===== config.mk =====
export PLATFORM = sky130hd
export DESIGN_NAME = cobs_crc8_command_deframer_flat
export DESIGN_NICKNAME = d
export VERILOG_FILES = /design/src/rtl/ccd_pkg.sv /design/src/rtl/ccd_byte_if.sv /design/src/rtl/ccd_result_if.sv /design/src/rtl/ccd_ram.sv /design/src/rtl/ccd_datapath.sv /design/src/rtl/ccd_ctrl.sv /design/src/rtl/cobs_crc8_command_deframer.sv /design/src/flat_wrapper.sv
export SDC_FILE = /design/constraint.sdc
export NUM_CORES = 1
export LEC_CHECK = 0
export BUFFER_PORTS_ARGS = -buffer_cell sky130_fd_sc_hd__buf_2
export CAP_MARGIN = 10
export CORE_MARGIN = 10
export CORE_UTILIZATION = 60
export CTS_CLUSTER_DIAMETER = 80
export DETAILED_ROUTE_END_ITERATION = 12
export HOLD_SLACK_MARGIN = 0.15
export PLACE_DENSITY = 0.77
export SETUP_SLACK_MARGIN = 0.3
export SLEW_MARGIN = 20
export SYNTH_ARGS = -nofsm -noshare
export SYNTH_HDL_FRONTEND = slang
export SYNTH_HIERARCHICAL = 1
export SYNTH_SLANG_ARGS = --single-unit

===== constraint.sdc =====
create_clock -name clk_i -period 12.35 [get_ports clk_i]
set_clock_uncertainty 0.2 [all_clocks]
set_input_delay 0.6175 -clock clk_i [delete_from_list [all_inputs] [get_ports clk_i]]
set_output_delay 0.6175 -clock clk_i [all_outputs]
set_load 0.005 [all_outputs]

===== src/rtl/ccd_pkg.sv =====
package ccd_pkg;

  localparam int unsigned DEF_MAX_ENCODED = 300;
  localparam int unsigned DEF_MAX_DATA    = 64;

  localparam logic [7:0] CRC_POLY = 8'h07;
  localparam logic [7:0] BLOCK_FULL = 8'hFF;

  // Frame status codes.
  localparam logic [2:0] ST_OK       = 3'd0;
  localparam logic [2:0] ST_SHORT    = 3'd1;
  localparam logic [2:0] ST_LEN      = 3'd2;
  localparam logic [2:0] ST_CRC      = 3'd3;
  localparam logic [2:0] ST_MALFORM  = 3'd4;
  localparam logic [2:0] ST_OVERFLOW = 3'd5;
  localparam logic [2:0] ST_OTHER    = 3'd6;
  localparam logic [2:0] ST_TOO_LONG = 3'd7;

  localparam logic [8:0] DEC_CNT_MAX = 9'd511;

  // Commands from the controller to the datapath.
  typedef struct packed {
    logic byte_en;
    logic eval_en;
    logic clear;
    logic rd_en;
    logic idx_inc;
  } ccd_cmd_t;

  // Status from the datapath to the controller.
  typedef struct packed {
    logic is_delim;
    logic frame_empty;
    logic single;
    logic last_byte;
  } ccd_stat_t;

  // CRC-8, MSB first, no reflection, no final xor.
  function automatic logic [7:0] crc8_update(input logic [7:0] crc, input logic [7:0] b);
    logic [7:0] c;
    c = crc ^ b;
    for (int i = 0; i < 8; i++) begin
      if (c[7]) begin
        c = {c[6:0], 1'b0} ^ CRC_POLY;
      end else begin
        c = {c[6:0], 1'b0};
      end
    end
    return c;
  endfunction

endpackage


===== src/rtl/ccd_byte_if.sv =====
interface ccd_byte_if;
  logic       valid;
  logic       ready;
  logic [7:0] serial_byte;

  modport source (output valid, output serial_byte, input ready);
  modport sink (input valid, input serial_byte, output ready);
endinterface


===== src/rtl/ccd_result_if.sv =====
interface ccd_result_if;
  logic       valid;
  logic       ready;
  logic [7:0] data_byte;
  logic       data_valid;
  logic [2:0] status;
  logic [7:0] command_code;
  logic       last;

  modport source (output valid, output data_byte, output data_valid, output status,
                  output command_code, output last, input ready);
  modport sink (input valid, input data_byte, input data_valid, input status,
                input command_code, input last, output ready);
endinterface


===== src/rtl/ccd_ram.sv =====
module ccd_ram #(
  parameter int unsigned WIDTH = 8,
  parameter int unsigned DEPTH = 64,
  parameter int unsigned AW    = (DEPTH > 1) ? $clog2(DEPTH) : 1
) (
  input  logic             clk_i,
  input  logic             we_i,
  input  logic [AW-1:0]    waddr_i,
  input  logic [WIDTH-1:0] wdata_i,
  input  logic             re_i,
  input  logic [AW-1:0]    raddr_i,
  output logic [WIDTH-1:0] rdata_o
);

  logic [WIDTH-1:0] mem [DEPTH];
  logic [WIDTH-1:0] rdata_q;

  always_ff @(posedge clk_i) begin
    if (we_i) begin
      mem[waddr_i] <= wdata_i;
    end
    if (re_i) begin
      rdata_q <= mem[raddr_i];
    end
  end

  assign rdata_o = rdata_q;

endmodule


===== src/rtl/ccd_datapath.sv =====
module ccd_datapath #(
  parameter int unsigned MAX_ENCODED = ccd_pkg::DEF_MAX_ENCODED,
  parameter int unsigned MAX_DATA    = ccd_pkg::DEF_MAX_DATA
) (
  input  logic              clk_i,
  input  logic              rst_ni,
  input  logic              cfg_we_i,
  input  logic [7:0]        cfg_wdata_i,
  input  logic [7:0]        byte_i,
  input  ccd_pkg::ccd_cmd_t cmd_i,
  output ccd_pkg::ccd_stat_t stat_o,
  output logic [7:0]        data_byte_o,
  output logic              data_valid_o,
  output logic [2:0]        status_o,
  output logic [7:0]        command_code_o,
  output logic              last_o
);
  import ccd_pkg::*;

  localparam int unsigned AW = (MAX_DATA > 1) ? $clog2(MAX_DATA) : 1;

  logic [7:0]    opcode_q;
  logic [8:0]    enc_cnt_q, enc_cnt_d;
  logic          ovf_q, ovf_d;
  logic [7:0]    block_left_q, block_left_d;
  logic          zero_pend_q, zero_pend_d;
  logic          malform_q, malform_d;
  logic [8:0]    dec_cnt_q, dec_cnt_d;
  logic [7:0]    crc_q, crc_d;
  logic [7:0]    cmd_q, cmd_d;
  logic [7:0]    len_q, len_d;
  logic [2:0]    status_q, status_d;
  logic          emit_q;
  logic [AW-1:0] rd_idx_q;

  logic          take;
  logic [7:0]    take_byte;
  logic [8:0]    store_idx;
  logic          ram_we;
  logic [7:0]    ram_rdata;

  // Decoder update for one non-zero encoded byte.
  always_comb begin
    enc_cnt_d    = enc_cnt_q;
    ovf_d        = ovf_q;
    block_left_d = block_left_q;
    zero_pend_d  = zero_pend_q;
    malform_d    = malform_q;
    dec_cnt_d    = dec_cnt_q;
    crc_d        = crc_q;
    cmd_d        = cmd_q;
    len_d        = len_q;
    take         = 1'b0;
    take_byte    = 8'd0;
    ram_we       = 1'b0;
    store_idx    = dec_cnt_q - 9'd2;

    if (cmd_i.byte_en && !ovf_q) begin
      if (enc_cnt_q >= 9'(MAX_ENCODED)) begin
        ovf_d = 1'b1;
      end else begin
        enc_cnt_d = enc_cnt_q + 9'd1;
        if (block_left_q == 8'd0) begin
          // A pending zero only materializes once another code byte arrives.
          take         = zero_pend_q;
          take_byte    = 8'd0;
          block_left_d = byte_i - 8'd1;
          zero_pend_d  = (byte_i != BLOCK_FULL);
        end else begin
          take         = 1'b1;
          take_byte    = byte_i;
          block_left_d = block_left_q - 8'd1;
        end
      end
    end

    if (take) begin
      if (dec_cnt_q == DEC_CNT_MAX) begin
        malform_d = 1'b1;
      end else begin
        crc_d     = crc8_update(crc_q, take_byte);
        dec_cnt_d = dec_cnt_q + 9'd1;
        if (dec_cnt_q == 9'd0) begin
          cmd_d = take_byte;
        end else if (dec_cnt_q == 9'd1) begin
          len_d = take_byte;
        end else if (store_idx < 9'(MAX_DATA)) begin
          ram_we = 1'b1;
        end
      end
    end
  end

  // Status priority at the delimiter.
  always_comb begin
    if (ovf_q) begin
      status_d = ST_OVERFLOW;
    end else if (malform_q || block_left_q != 8'd0) begin
      status_d = ST_MALFORM;
    end else if (dec_cnt_q < 9'd3) begin
      status_d = ST_SHORT;
    end else if (dec_cnt_q != ({1'b0, len_q} + 9'd3)) begin
      status_d = ST_LEN;
    end else if (crc_q != 8'd0) begin
      status_d = ST_CRC;
    end else if ({1'b0, len_q} > 9'(MAX_DATA)) begin
      status_d = ST_TOO_LONG;
    end else if (cmd_q != opcode_q) begin
      status_d = ST_OTHER;
    end else begin
      status_d = ST_OK;
    end
  end

  always_ff @(posedge clk_i or negedge rst_ni) begin
    if (!rst_ni) begin
      opcode_q <= 8'd1;
    end else if (cfg_we_i) begin
      opcode_q <= cfg_wdata_i;
    end
  end

  always_ff @(posedge clk_i or negedge rst_ni) begin
    if (!rst_ni) begin
      enc_cnt_q    <= '0;
      ovf_q        <= 1'b0;
      block_left_q <= '0;
      zero_pend_q  <= 1'b0;
      malform_q    <= 1'b0;
      dec_cnt_q    <= '0;
      crc_q        <= '0;
      cmd_q        <= '0;
      len_q        <= '0;
    end else if (cmd_i.clear) begin
      enc_cnt_q    <= '0;
      ovf_q        <= 1'b0;
      block_left_q <= '0;
      zero_pend_q  <= 1'b0;
      malform_q    <= 1'b0;
      dec_cnt_q    <= '0;
      crc_q        <= '0;
      cmd_q        <= '0;
      len_q        <= '0;
    end else begin
      enc_cnt_q    <= enc_cnt_d;
      ovf_q        <= ovf_d;
      block_left_q <= block_left_d;
      zero_pend_q  <= zero_pend_d;
      malform_q    <= malform_d;
      dec_cnt_q    <= dec_cnt_d;
      crc_q        <= crc_d;
      cmd_q        <= cmd_d;
      len_q        <= len_d;
    end
  end

  always_ff @(posedge clk_i or negedge rst_ni) begin
    if (!rst_ni) begin
      status_q <= ST_OK;
      emit_q   <= 1'b0;
      rd_idx_q <= '0;
    end else if (cmd_i.eval_en) begin
      status_q <= status_d;
      emit_q   <= (status_d == ST_OK) && (len_q != 8'd0);
      rd_idx_q <= '0;
    end else if (cmd_i.idx_inc) begin
      rd_idx_q <= rd_idx_q + AW'(1);
    end
  end

  ccd_ram #(
    .WIDTH(8),
    .DEPTH(MAX_DATA),
    .AW   (AW)
  ) u_store (
    .clk_i  (clk_i),
    .we_i   (ram_we),
    .waddr_i(store_idx[AW-1:0]),
    .wdata_i(take_byte),
    .re_i   (cmd_i.rd_en),
    .raddr_i(rd_idx_q),
    .rdata_o(ram_rdata)
  );

  assign stat_o.is_delim    = (byte_i == 8'd0);
  assign stat_o.frame_empty = (enc_cnt_q == 9'd0) && !ovf_q;
  assign stat_o.single      = !emit_q;
  assign stat_o.last_byte   = ((9'(rd_idx_q) + 9'd1) == {1'b0, len_q});

  assign data_byte_o    = emit_q ? ram_rdata : 8'd0;
  assign data_valid_o   = emit_q;
  assign status_o       = status_q;
  assign command_code_o = cmd_q;
  assign last_o         = emit_q ? stat_o.last_byte : 1'b1;

endmodule


===== src/rtl/ccd_ctrl.sv =====
module ccd_ctrl (
  input  logic               clk_i,
  input  logic               rst_ni,
  input  logic               in_valid_i,
  output logic               in_ready_o,
  output logic               out_valid_o,
  input  logic               out_ready_i,
  input  ccd_pkg::ccd_stat_t stat_i,
  output ccd_pkg::ccd_cmd_t  cmd_o
);
  import ccd_pkg::*;

  localparam logic [1:0] S_IDLE   = 2'd0;
  localparam logic [1:0] S_DECIDE = 2'd1;
  localparam logic [1:0] S_READ   = 2'd2;
  localparam logic [1:0] S_SEND   = 2'd3;

  logic [1:0] state_q, state_d;
  logic       in_req;

  assign in_ready_o  = (state_q == S_IDLE);
  assign out_valid_o = (state_q == S_SEND);
  assign in_req      = in_valid_i && in_ready_o;

  always_comb begin
    state_d = state_q;
    cmd_o   = '0;
    unique case (state_q)
      S_IDLE: begin
        if (in_req) begin
          if (!stat_i.is_delim) begin
            cmd_o.byte_en = 1'b1;
          end else if (stat_i.frame_empty) begin
            cmd_o.clear = 1'b1;
          end else begin
            cmd_o.eval_en = 1'b1;
            state_d       = S_DECIDE;
          end
        end
      end
      S_DECIDE: begin
        state_d = stat_i.single ? S_SEND : S_READ;
      end
      S_READ: begin
        cmd_o.rd_en = 1'b1;
        state_d     = S_SEND;
      end
      S_SEND: begin
        if (out_ready_i) begin
          if (stat_i.single || stat_i.last_byte) begin
            cmd_o.clear = 1'b1;
            state_d     = S_IDLE;
          end else begin
            cmd_o.idx_inc = 1'b1;
            state_d       = S_READ;
          end
        end
      end
      default: begin
        state_d = S_IDLE;
      end
    endcase
  end

  always_ff @(posedge clk_i or negedge rst_ni) begin
    if (!rst_ni) begin
      state_q <= S_IDLE;
    end else begin
      state_q <= state_d;
    end
  end

endmodule


===== src/rtl/cobs_crc8_command_deframer.sv =====
// A non-zero encoded byte is taken on acceptance and the next request can follow at once.
// After a delimiter the status is registered in the decide state and offered in the send state;
// each data byte is read from the store in a read state and held in the send state until taken.
// Input is not taken while a frame's results are being delivered.
// Reset (async, active low) clears the frame state and sets the send opcode to 1;
// the payload store is not cleared.
module cobs_crc8_command_deframer #(
  parameter int unsigned MAX_ENCODED = ccd_pkg::DEF_MAX_ENCODED,
  parameter int unsigned MAX_DATA    = ccd_pkg::DEF_MAX_DATA
) (
  input  logic                clk_i,
  input  logic                rst_ni,
  input  logic                cfg_we_i,
  input  logic [7:0]          cfg_wdata_i,
  ccd_byte_if.sink            serial_i,
  ccd_result_if.source        result_o
);
  import ccd_pkg::*;

  ccd_cmd_t  cmd;
  ccd_stat_t stat;

  ccd_ctrl u_ctrl (
    .clk_i      (clk_i),
    .rst_ni     (rst_ni),
    .in_valid_i (serial_i.valid),
    .in_ready_o (serial_i.ready),
    .out_valid_o(result_o.valid),
    .out_ready_i(result_o.ready),
    .stat_i     (stat),
    .cmd_o      (cmd)
  );

  ccd_datapath #(
    .MAX_ENCODED(MAX_ENCODED),
    .MAX_DATA   (MAX_DATA)
  ) u_datapath (
    .clk_i         (clk_i),
    .rst_ni        (rst_ni),
    .cfg_we_i      (cfg_we_i),
    .cfg_wdata_i   (cfg_wdata_i),
    .byte_i        (serial_i.serial_byte),
    .cmd_i         (cmd),
    .stat_o        (stat),
    .data_byte_o   (result_o.data_byte),
    .data_valid_o  (result_o.data_valid),
    .status_o      (result_o.status),
    .command_code_o(result_o.command_code),
    .last_o        (result_o.last)
  );

endmodule


===== src/flat_wrapper.sv =====
// flat-port wrapper written by rule: the top's interface ports become plain ports
module cobs_crc8_command_deframer_flat import ccd_pkg::*;
#(
  parameter int unsigned MAX_ENCODED = ccd_pkg::DEF_MAX_ENCODED,
  parameter int unsigned MAX_DATA    = ccd_pkg::DEF_MAX_DATA
)
  (clk_i, rst_ni, cfg_we_i, cfg_wdata_i, serial_i_valid, serial_i_serial_byte, serial_i_ready, result_o_valid, result_o_data_byte, result_o_data_valid, result_o_status, result_o_command_code, result_o_last, result_o_ready);
  ccd_byte_if serial_i_i ();
  ccd_result_if result_o_i ();
  input  logic clk_i;
  input  logic rst_ni;
  input  logic cfg_we_i;
  input  logic [7:0] cfg_wdata_i;
  input wire logic [$bits(serial_i_i.valid)-1:0] serial_i_valid;
  input wire logic [$bits(serial_i_i.serial_byte)-1:0] serial_i_serial_byte;
  output wire logic [$bits(serial_i_i.ready)-1:0] serial_i_ready;
  output wire logic [$bits(result_o_i.valid)-1:0] result_o_valid;
  output wire logic [$bits(result_o_i.data_byte)-1:0] result_o_data_byte;
  output wire logic [$bits(result_o_i.data_valid)-1:0] result_o_data_valid;
  output wire logic [$bits(result_o_i.status)-1:0] result_o_status;
  output wire logic [$bits(result_o_i.command_code)-1:0] result_o_command_code;
  output wire logic [$bits(result_o_i.last)-1:0] result_o_last;
  input wire logic [$bits(result_o_i.ready)-1:0] result_o_ready;
  assign serial_i_i.valid = serial_i_valid;
  assign serial_i_i.serial_byte = serial_i_serial_byte;
  assign serial_i_ready = serial_i_i.ready;
  assign result_o_valid = result_o_i.valid;
  assign result_o_data_byte = result_o_i.data_byte;
  assign result_o_data_valid = result_o_i.data_valid;
  assign result_o_status = result_o_i.status;
  assign result_o_command_code = result_o_i.command_code;
  assign result_o_last = result_o_i.last;
  assign result_o_i.ready = result_o_ready;
  cobs_crc8_command_deframer #(.MAX_ENCODED(MAX_ENCODED), .MAX_DATA(MAX_DATA)) u_core (.clk_i(clk_i), .rst_ni(rst_ni), .cfg_we_i(cfg_we_i), .cfg_wdata_i(cfg_wdata_i), .serial_i(serial_i_i), .result_o(result_o_i));
endmodule

==> flow_summary_export.csv <==
group,metric,value,unit
logic_synthesis,yosysWarnings,6,
routing,wl_per_cell,27.4,um
cts,post_cts_buffers,0,
sta,timing.final.crit_share,41.3,%
routing,routed_wl,57.8,mm
sta,worstMarginPinSlew,977,ps
finish,postLayoutCellArea,27800,sq um
routing,num_vias,13959,
sta,setup_viol_count_final,0,
power_and_ir_drop,totalPowerFinal,6.06,mW
grt,grtUsageTotal,23.1,%
floorplan,die_h,225,um
cts,cts_made_buffers,57,
grt,overflow,0,
floorplan,die_w,225,um
logic_synthesis,syn_area,25200,sq um
placement,port_buffers,43,
power_and_ir_drop,vdd_drop_max,0.193,mV
min_path,holdCritPathClass,"primary input to flop",
logic_synthesis,netlist_top_cells_count,"520 x edfxtp_1, 143 x nor2_1, 126 x mux4_2, 72 x dfrtp_1, 52 x nand2_1",
logic_synthesis,synth_edf_count,520,
floorplan,start_util,61.2,%
logic_synthesis,yosysTopAreaCellShare,62.0,%
critical_path,cp.required,12660,ps
critical_path,arrival,5410,ps
status,status,"finished, final reports clean",
placement,dpl.hpwl,34.0,mm
power_and_ir_drop,p_leak,9.28,nW
cts,htreeDepth,2,
sta,fmax,0.196,GHz
sta,maxSlewHeadroom,34.8,%
logic_synthesis,synth-seq-cells,593,
floorplan,dieArea,50500,sq um
logic_synthesis,netlist_instances,1491,
placement,dp_cells,1991,
sta,fin_crit,5100,ps
critical_path,worstPathMaxFanout,46,
finish,fin_cells,2106,
logic_synthesis,ys_types,69,
routing,firstDrtPassIters,6,
routing,ant_nets,0,
cts,insertion_delay,610,ps
finish,area_delta_synth_final,10.3,%
sta,rsz0062_at_grt,"no",
cts,cts_num_sinks,593,
finish,n_antenna_cell,0,
sta,hold_viol,0,
cts,cts_tree,"done",
run,drv_cap,0,
logic_synthesis,postSynth.asyncResetShare,12.3,%
finish,multi_input_comb_area,7230,sq um
finish,num-fill-cells,2724,
sta,holdWs,181,ps
critical_path,endpoint_kind,"flop",
logic_synthesis,synth_area_leaders,"edfxtp_1 62%, mux4_2 11%, dfrtp_1 7.2%",
sta,drv_slew,0,
placement,place_area,25700,sq um
finish,regArea,17500,sq um
cts,clk_pin_slew,60,ps
grt,first_global_vias,13918,
routing,drc_errors,0,
logic_synthesis,syn_nets,1530,
logic_synthesis,synth.avg_cell_area,16.9,sq um
routing,first_iter_violations,1612,
logic_synthesis,synth_flop_cell,"edfxtp_1",
cts,cts-root-buf,"clkbuf_16",
floorplan,io_pins,44,
critical_path,worst-setup-path-type,"flop to flop",
logic_synthesis,synth_largest_area_cell,"edfxtp_1",
cts,clock_path_buffers,3,
placement,gp_congestion,0.875,
grt,antenna_found_initial,0,
finish,nets,1567,
finish,layout-drive-gt1-share,19.8,%
routing,routed_via_density,6.63,
floorplan,rows,74,
floorplan,core_region_area,41100,sq um
logic_synthesis,yosysSeqAreaShare,69.3,%
grt,grt_max_degree,74,
sta,fin_setup_tns,0,ps
grt,grt_pass1_wl,87.4,mm
power_and_ir_drop,pwr_density_cell,218,nW/um^2
logic_synthesis,yosysMostFrequentCell,"edfxtp_1",
critical_path,start_kind,"flop",
==> what timing repair did <==
item,4_1_cts,5_1_grt
gates resized for setup,0,0
hold endpoints to repair,80,0
hold buffers,9,0
==> cell families (layout without fill, tap and decap cells) <==
family / after synthesis / after routing / share of synthesized area (%)
AO/OA/AOI/OAI: 147 / 147 / 3.98
AND/OR/NAND/NOR: 360 / 360 / 7.03
adder cells (fa/ha/maj): 18 / 18 / 0.895
multiplexers: 192 / 192 / 14.0
XOR/XNOR: 76 / 76 / 2.64
buffers and inverters: 105 / 188 / 2.14
flip-flops: 593 / 593 / 69.3
==> per-stage QoR <==
stage | utilization (%) | worst slack, ps
global route | 67.5 | 6710
floorplan | - | 7900
finish | 67.5 | 7250
detailed placement | 62.5 | 7000
CTS | 67.4 | 6990
global placement | 62.5 | 7100
==> registers in the layout, indices dropped and copies added (netlist names), 6 cells and up <==
signal	flops
u_core/u_datapath/crc_q	8
u_core/u_datapath/opcode_q	8
u_core/u_datapath/enc_cnt_q	9
u_core/u_datapath/command_code_o	8
u_core/u_datapath/len_q	8
u_core/u_datapath/block_left_q	8
u_core/u_datapath/u_store/mem	512
u_core/u_datapath/rd_idx_q	6
u_core/u_datapath/u_store/rdata_o	8
u_core/u_datapath/dec_cnt_q	9
==> layout by cell type, fill, tap and decap left out, types with 18 or more instances in the layout <==
cell type / instances
edfxtp_1: 520
mux2i_1: 43
nand4_1: 18
nand3_1: 18
nor3_1: 28
clkbuf_16: 58
a21oi_1: 36
mux2_2: 23
o21ai_0: 25
nand2_1: 52
xor2_1: 29
ha_1: 18
xnor2_1: 47
nor2b_1: 19
mux4_2: 126
nor2_1: 143
inv_1: 20
dfrtp_1: 68
buf_2: 42
==> final cells by class <==
class	count	share of cell area [%]
Inverter	20	0.270
Timing Repair Buffer	63	1.48
Tap cell	532	2.40
Multi-Input combinational cell	793	26.0
Clock buffer	69	5.38
Sequential cell	593	62.9
Clock inverter	36	1.55
==> report_power, final <==
group          switching [mW]  internal, mW
Sequential              0.205          2.35
Combinational           0.960         0.755
Clock                   0.740          1.05
==> metal layers <==
layer / part of all wire (%) / vias to the layer above / GRT usage (%)
met5: 0 / - / 0
met4: 3.3 / 0 / 8.64
met3: 9.3 / 122 / 5.40
met2: 48 / 719 / 36.3
met1: 39 / 7199 / 31.3
li1: - / 5919 / -
==> worst max-delay path: stages, from the launching register on <==
cell and delay (ps):
dfrtp_4 700, buf_16 300, buf_4 740, nand3_1 230
nor2_1 210, xnor2_1 180, mux2i_1 210, a21oi_1 110
nor3_1 330, o211ai_1 210, a21oi_4 630, buf_4 430
nand2b_1 150, a21oi_1 40, a31o_2 240
==> worst paths after layout <==
check | start | end | slack, ps | depth (start not counted)
hold reg to reg | u_core/u_datapath/malform_q | u_core/u_datapath/malform_q | 290 | 2
setup reg to reg | u_core/u_datapath/rd_idx_q[0] | u_core/u_datapath/crc_q[1] | 7250 | 14
min in group asynchronous | rst_ni | u_core/u_datapath/block_left_q[1] | 480 | 2
setup / recovery | u_core/u_datapath/rd_idx_q[0] | u_core/u_datapath/crc_q[1] | 7250 | 14
hold / removal | serial_i_serial_byte[6] | u_core/u_datapath/block_left_q[6] | 180 | 3
max in group asynchronous | rst_ni | u_core/u_datapath/rd_idx_q[2] | 10710 | 2
Power figures use the tool's default switching activity.
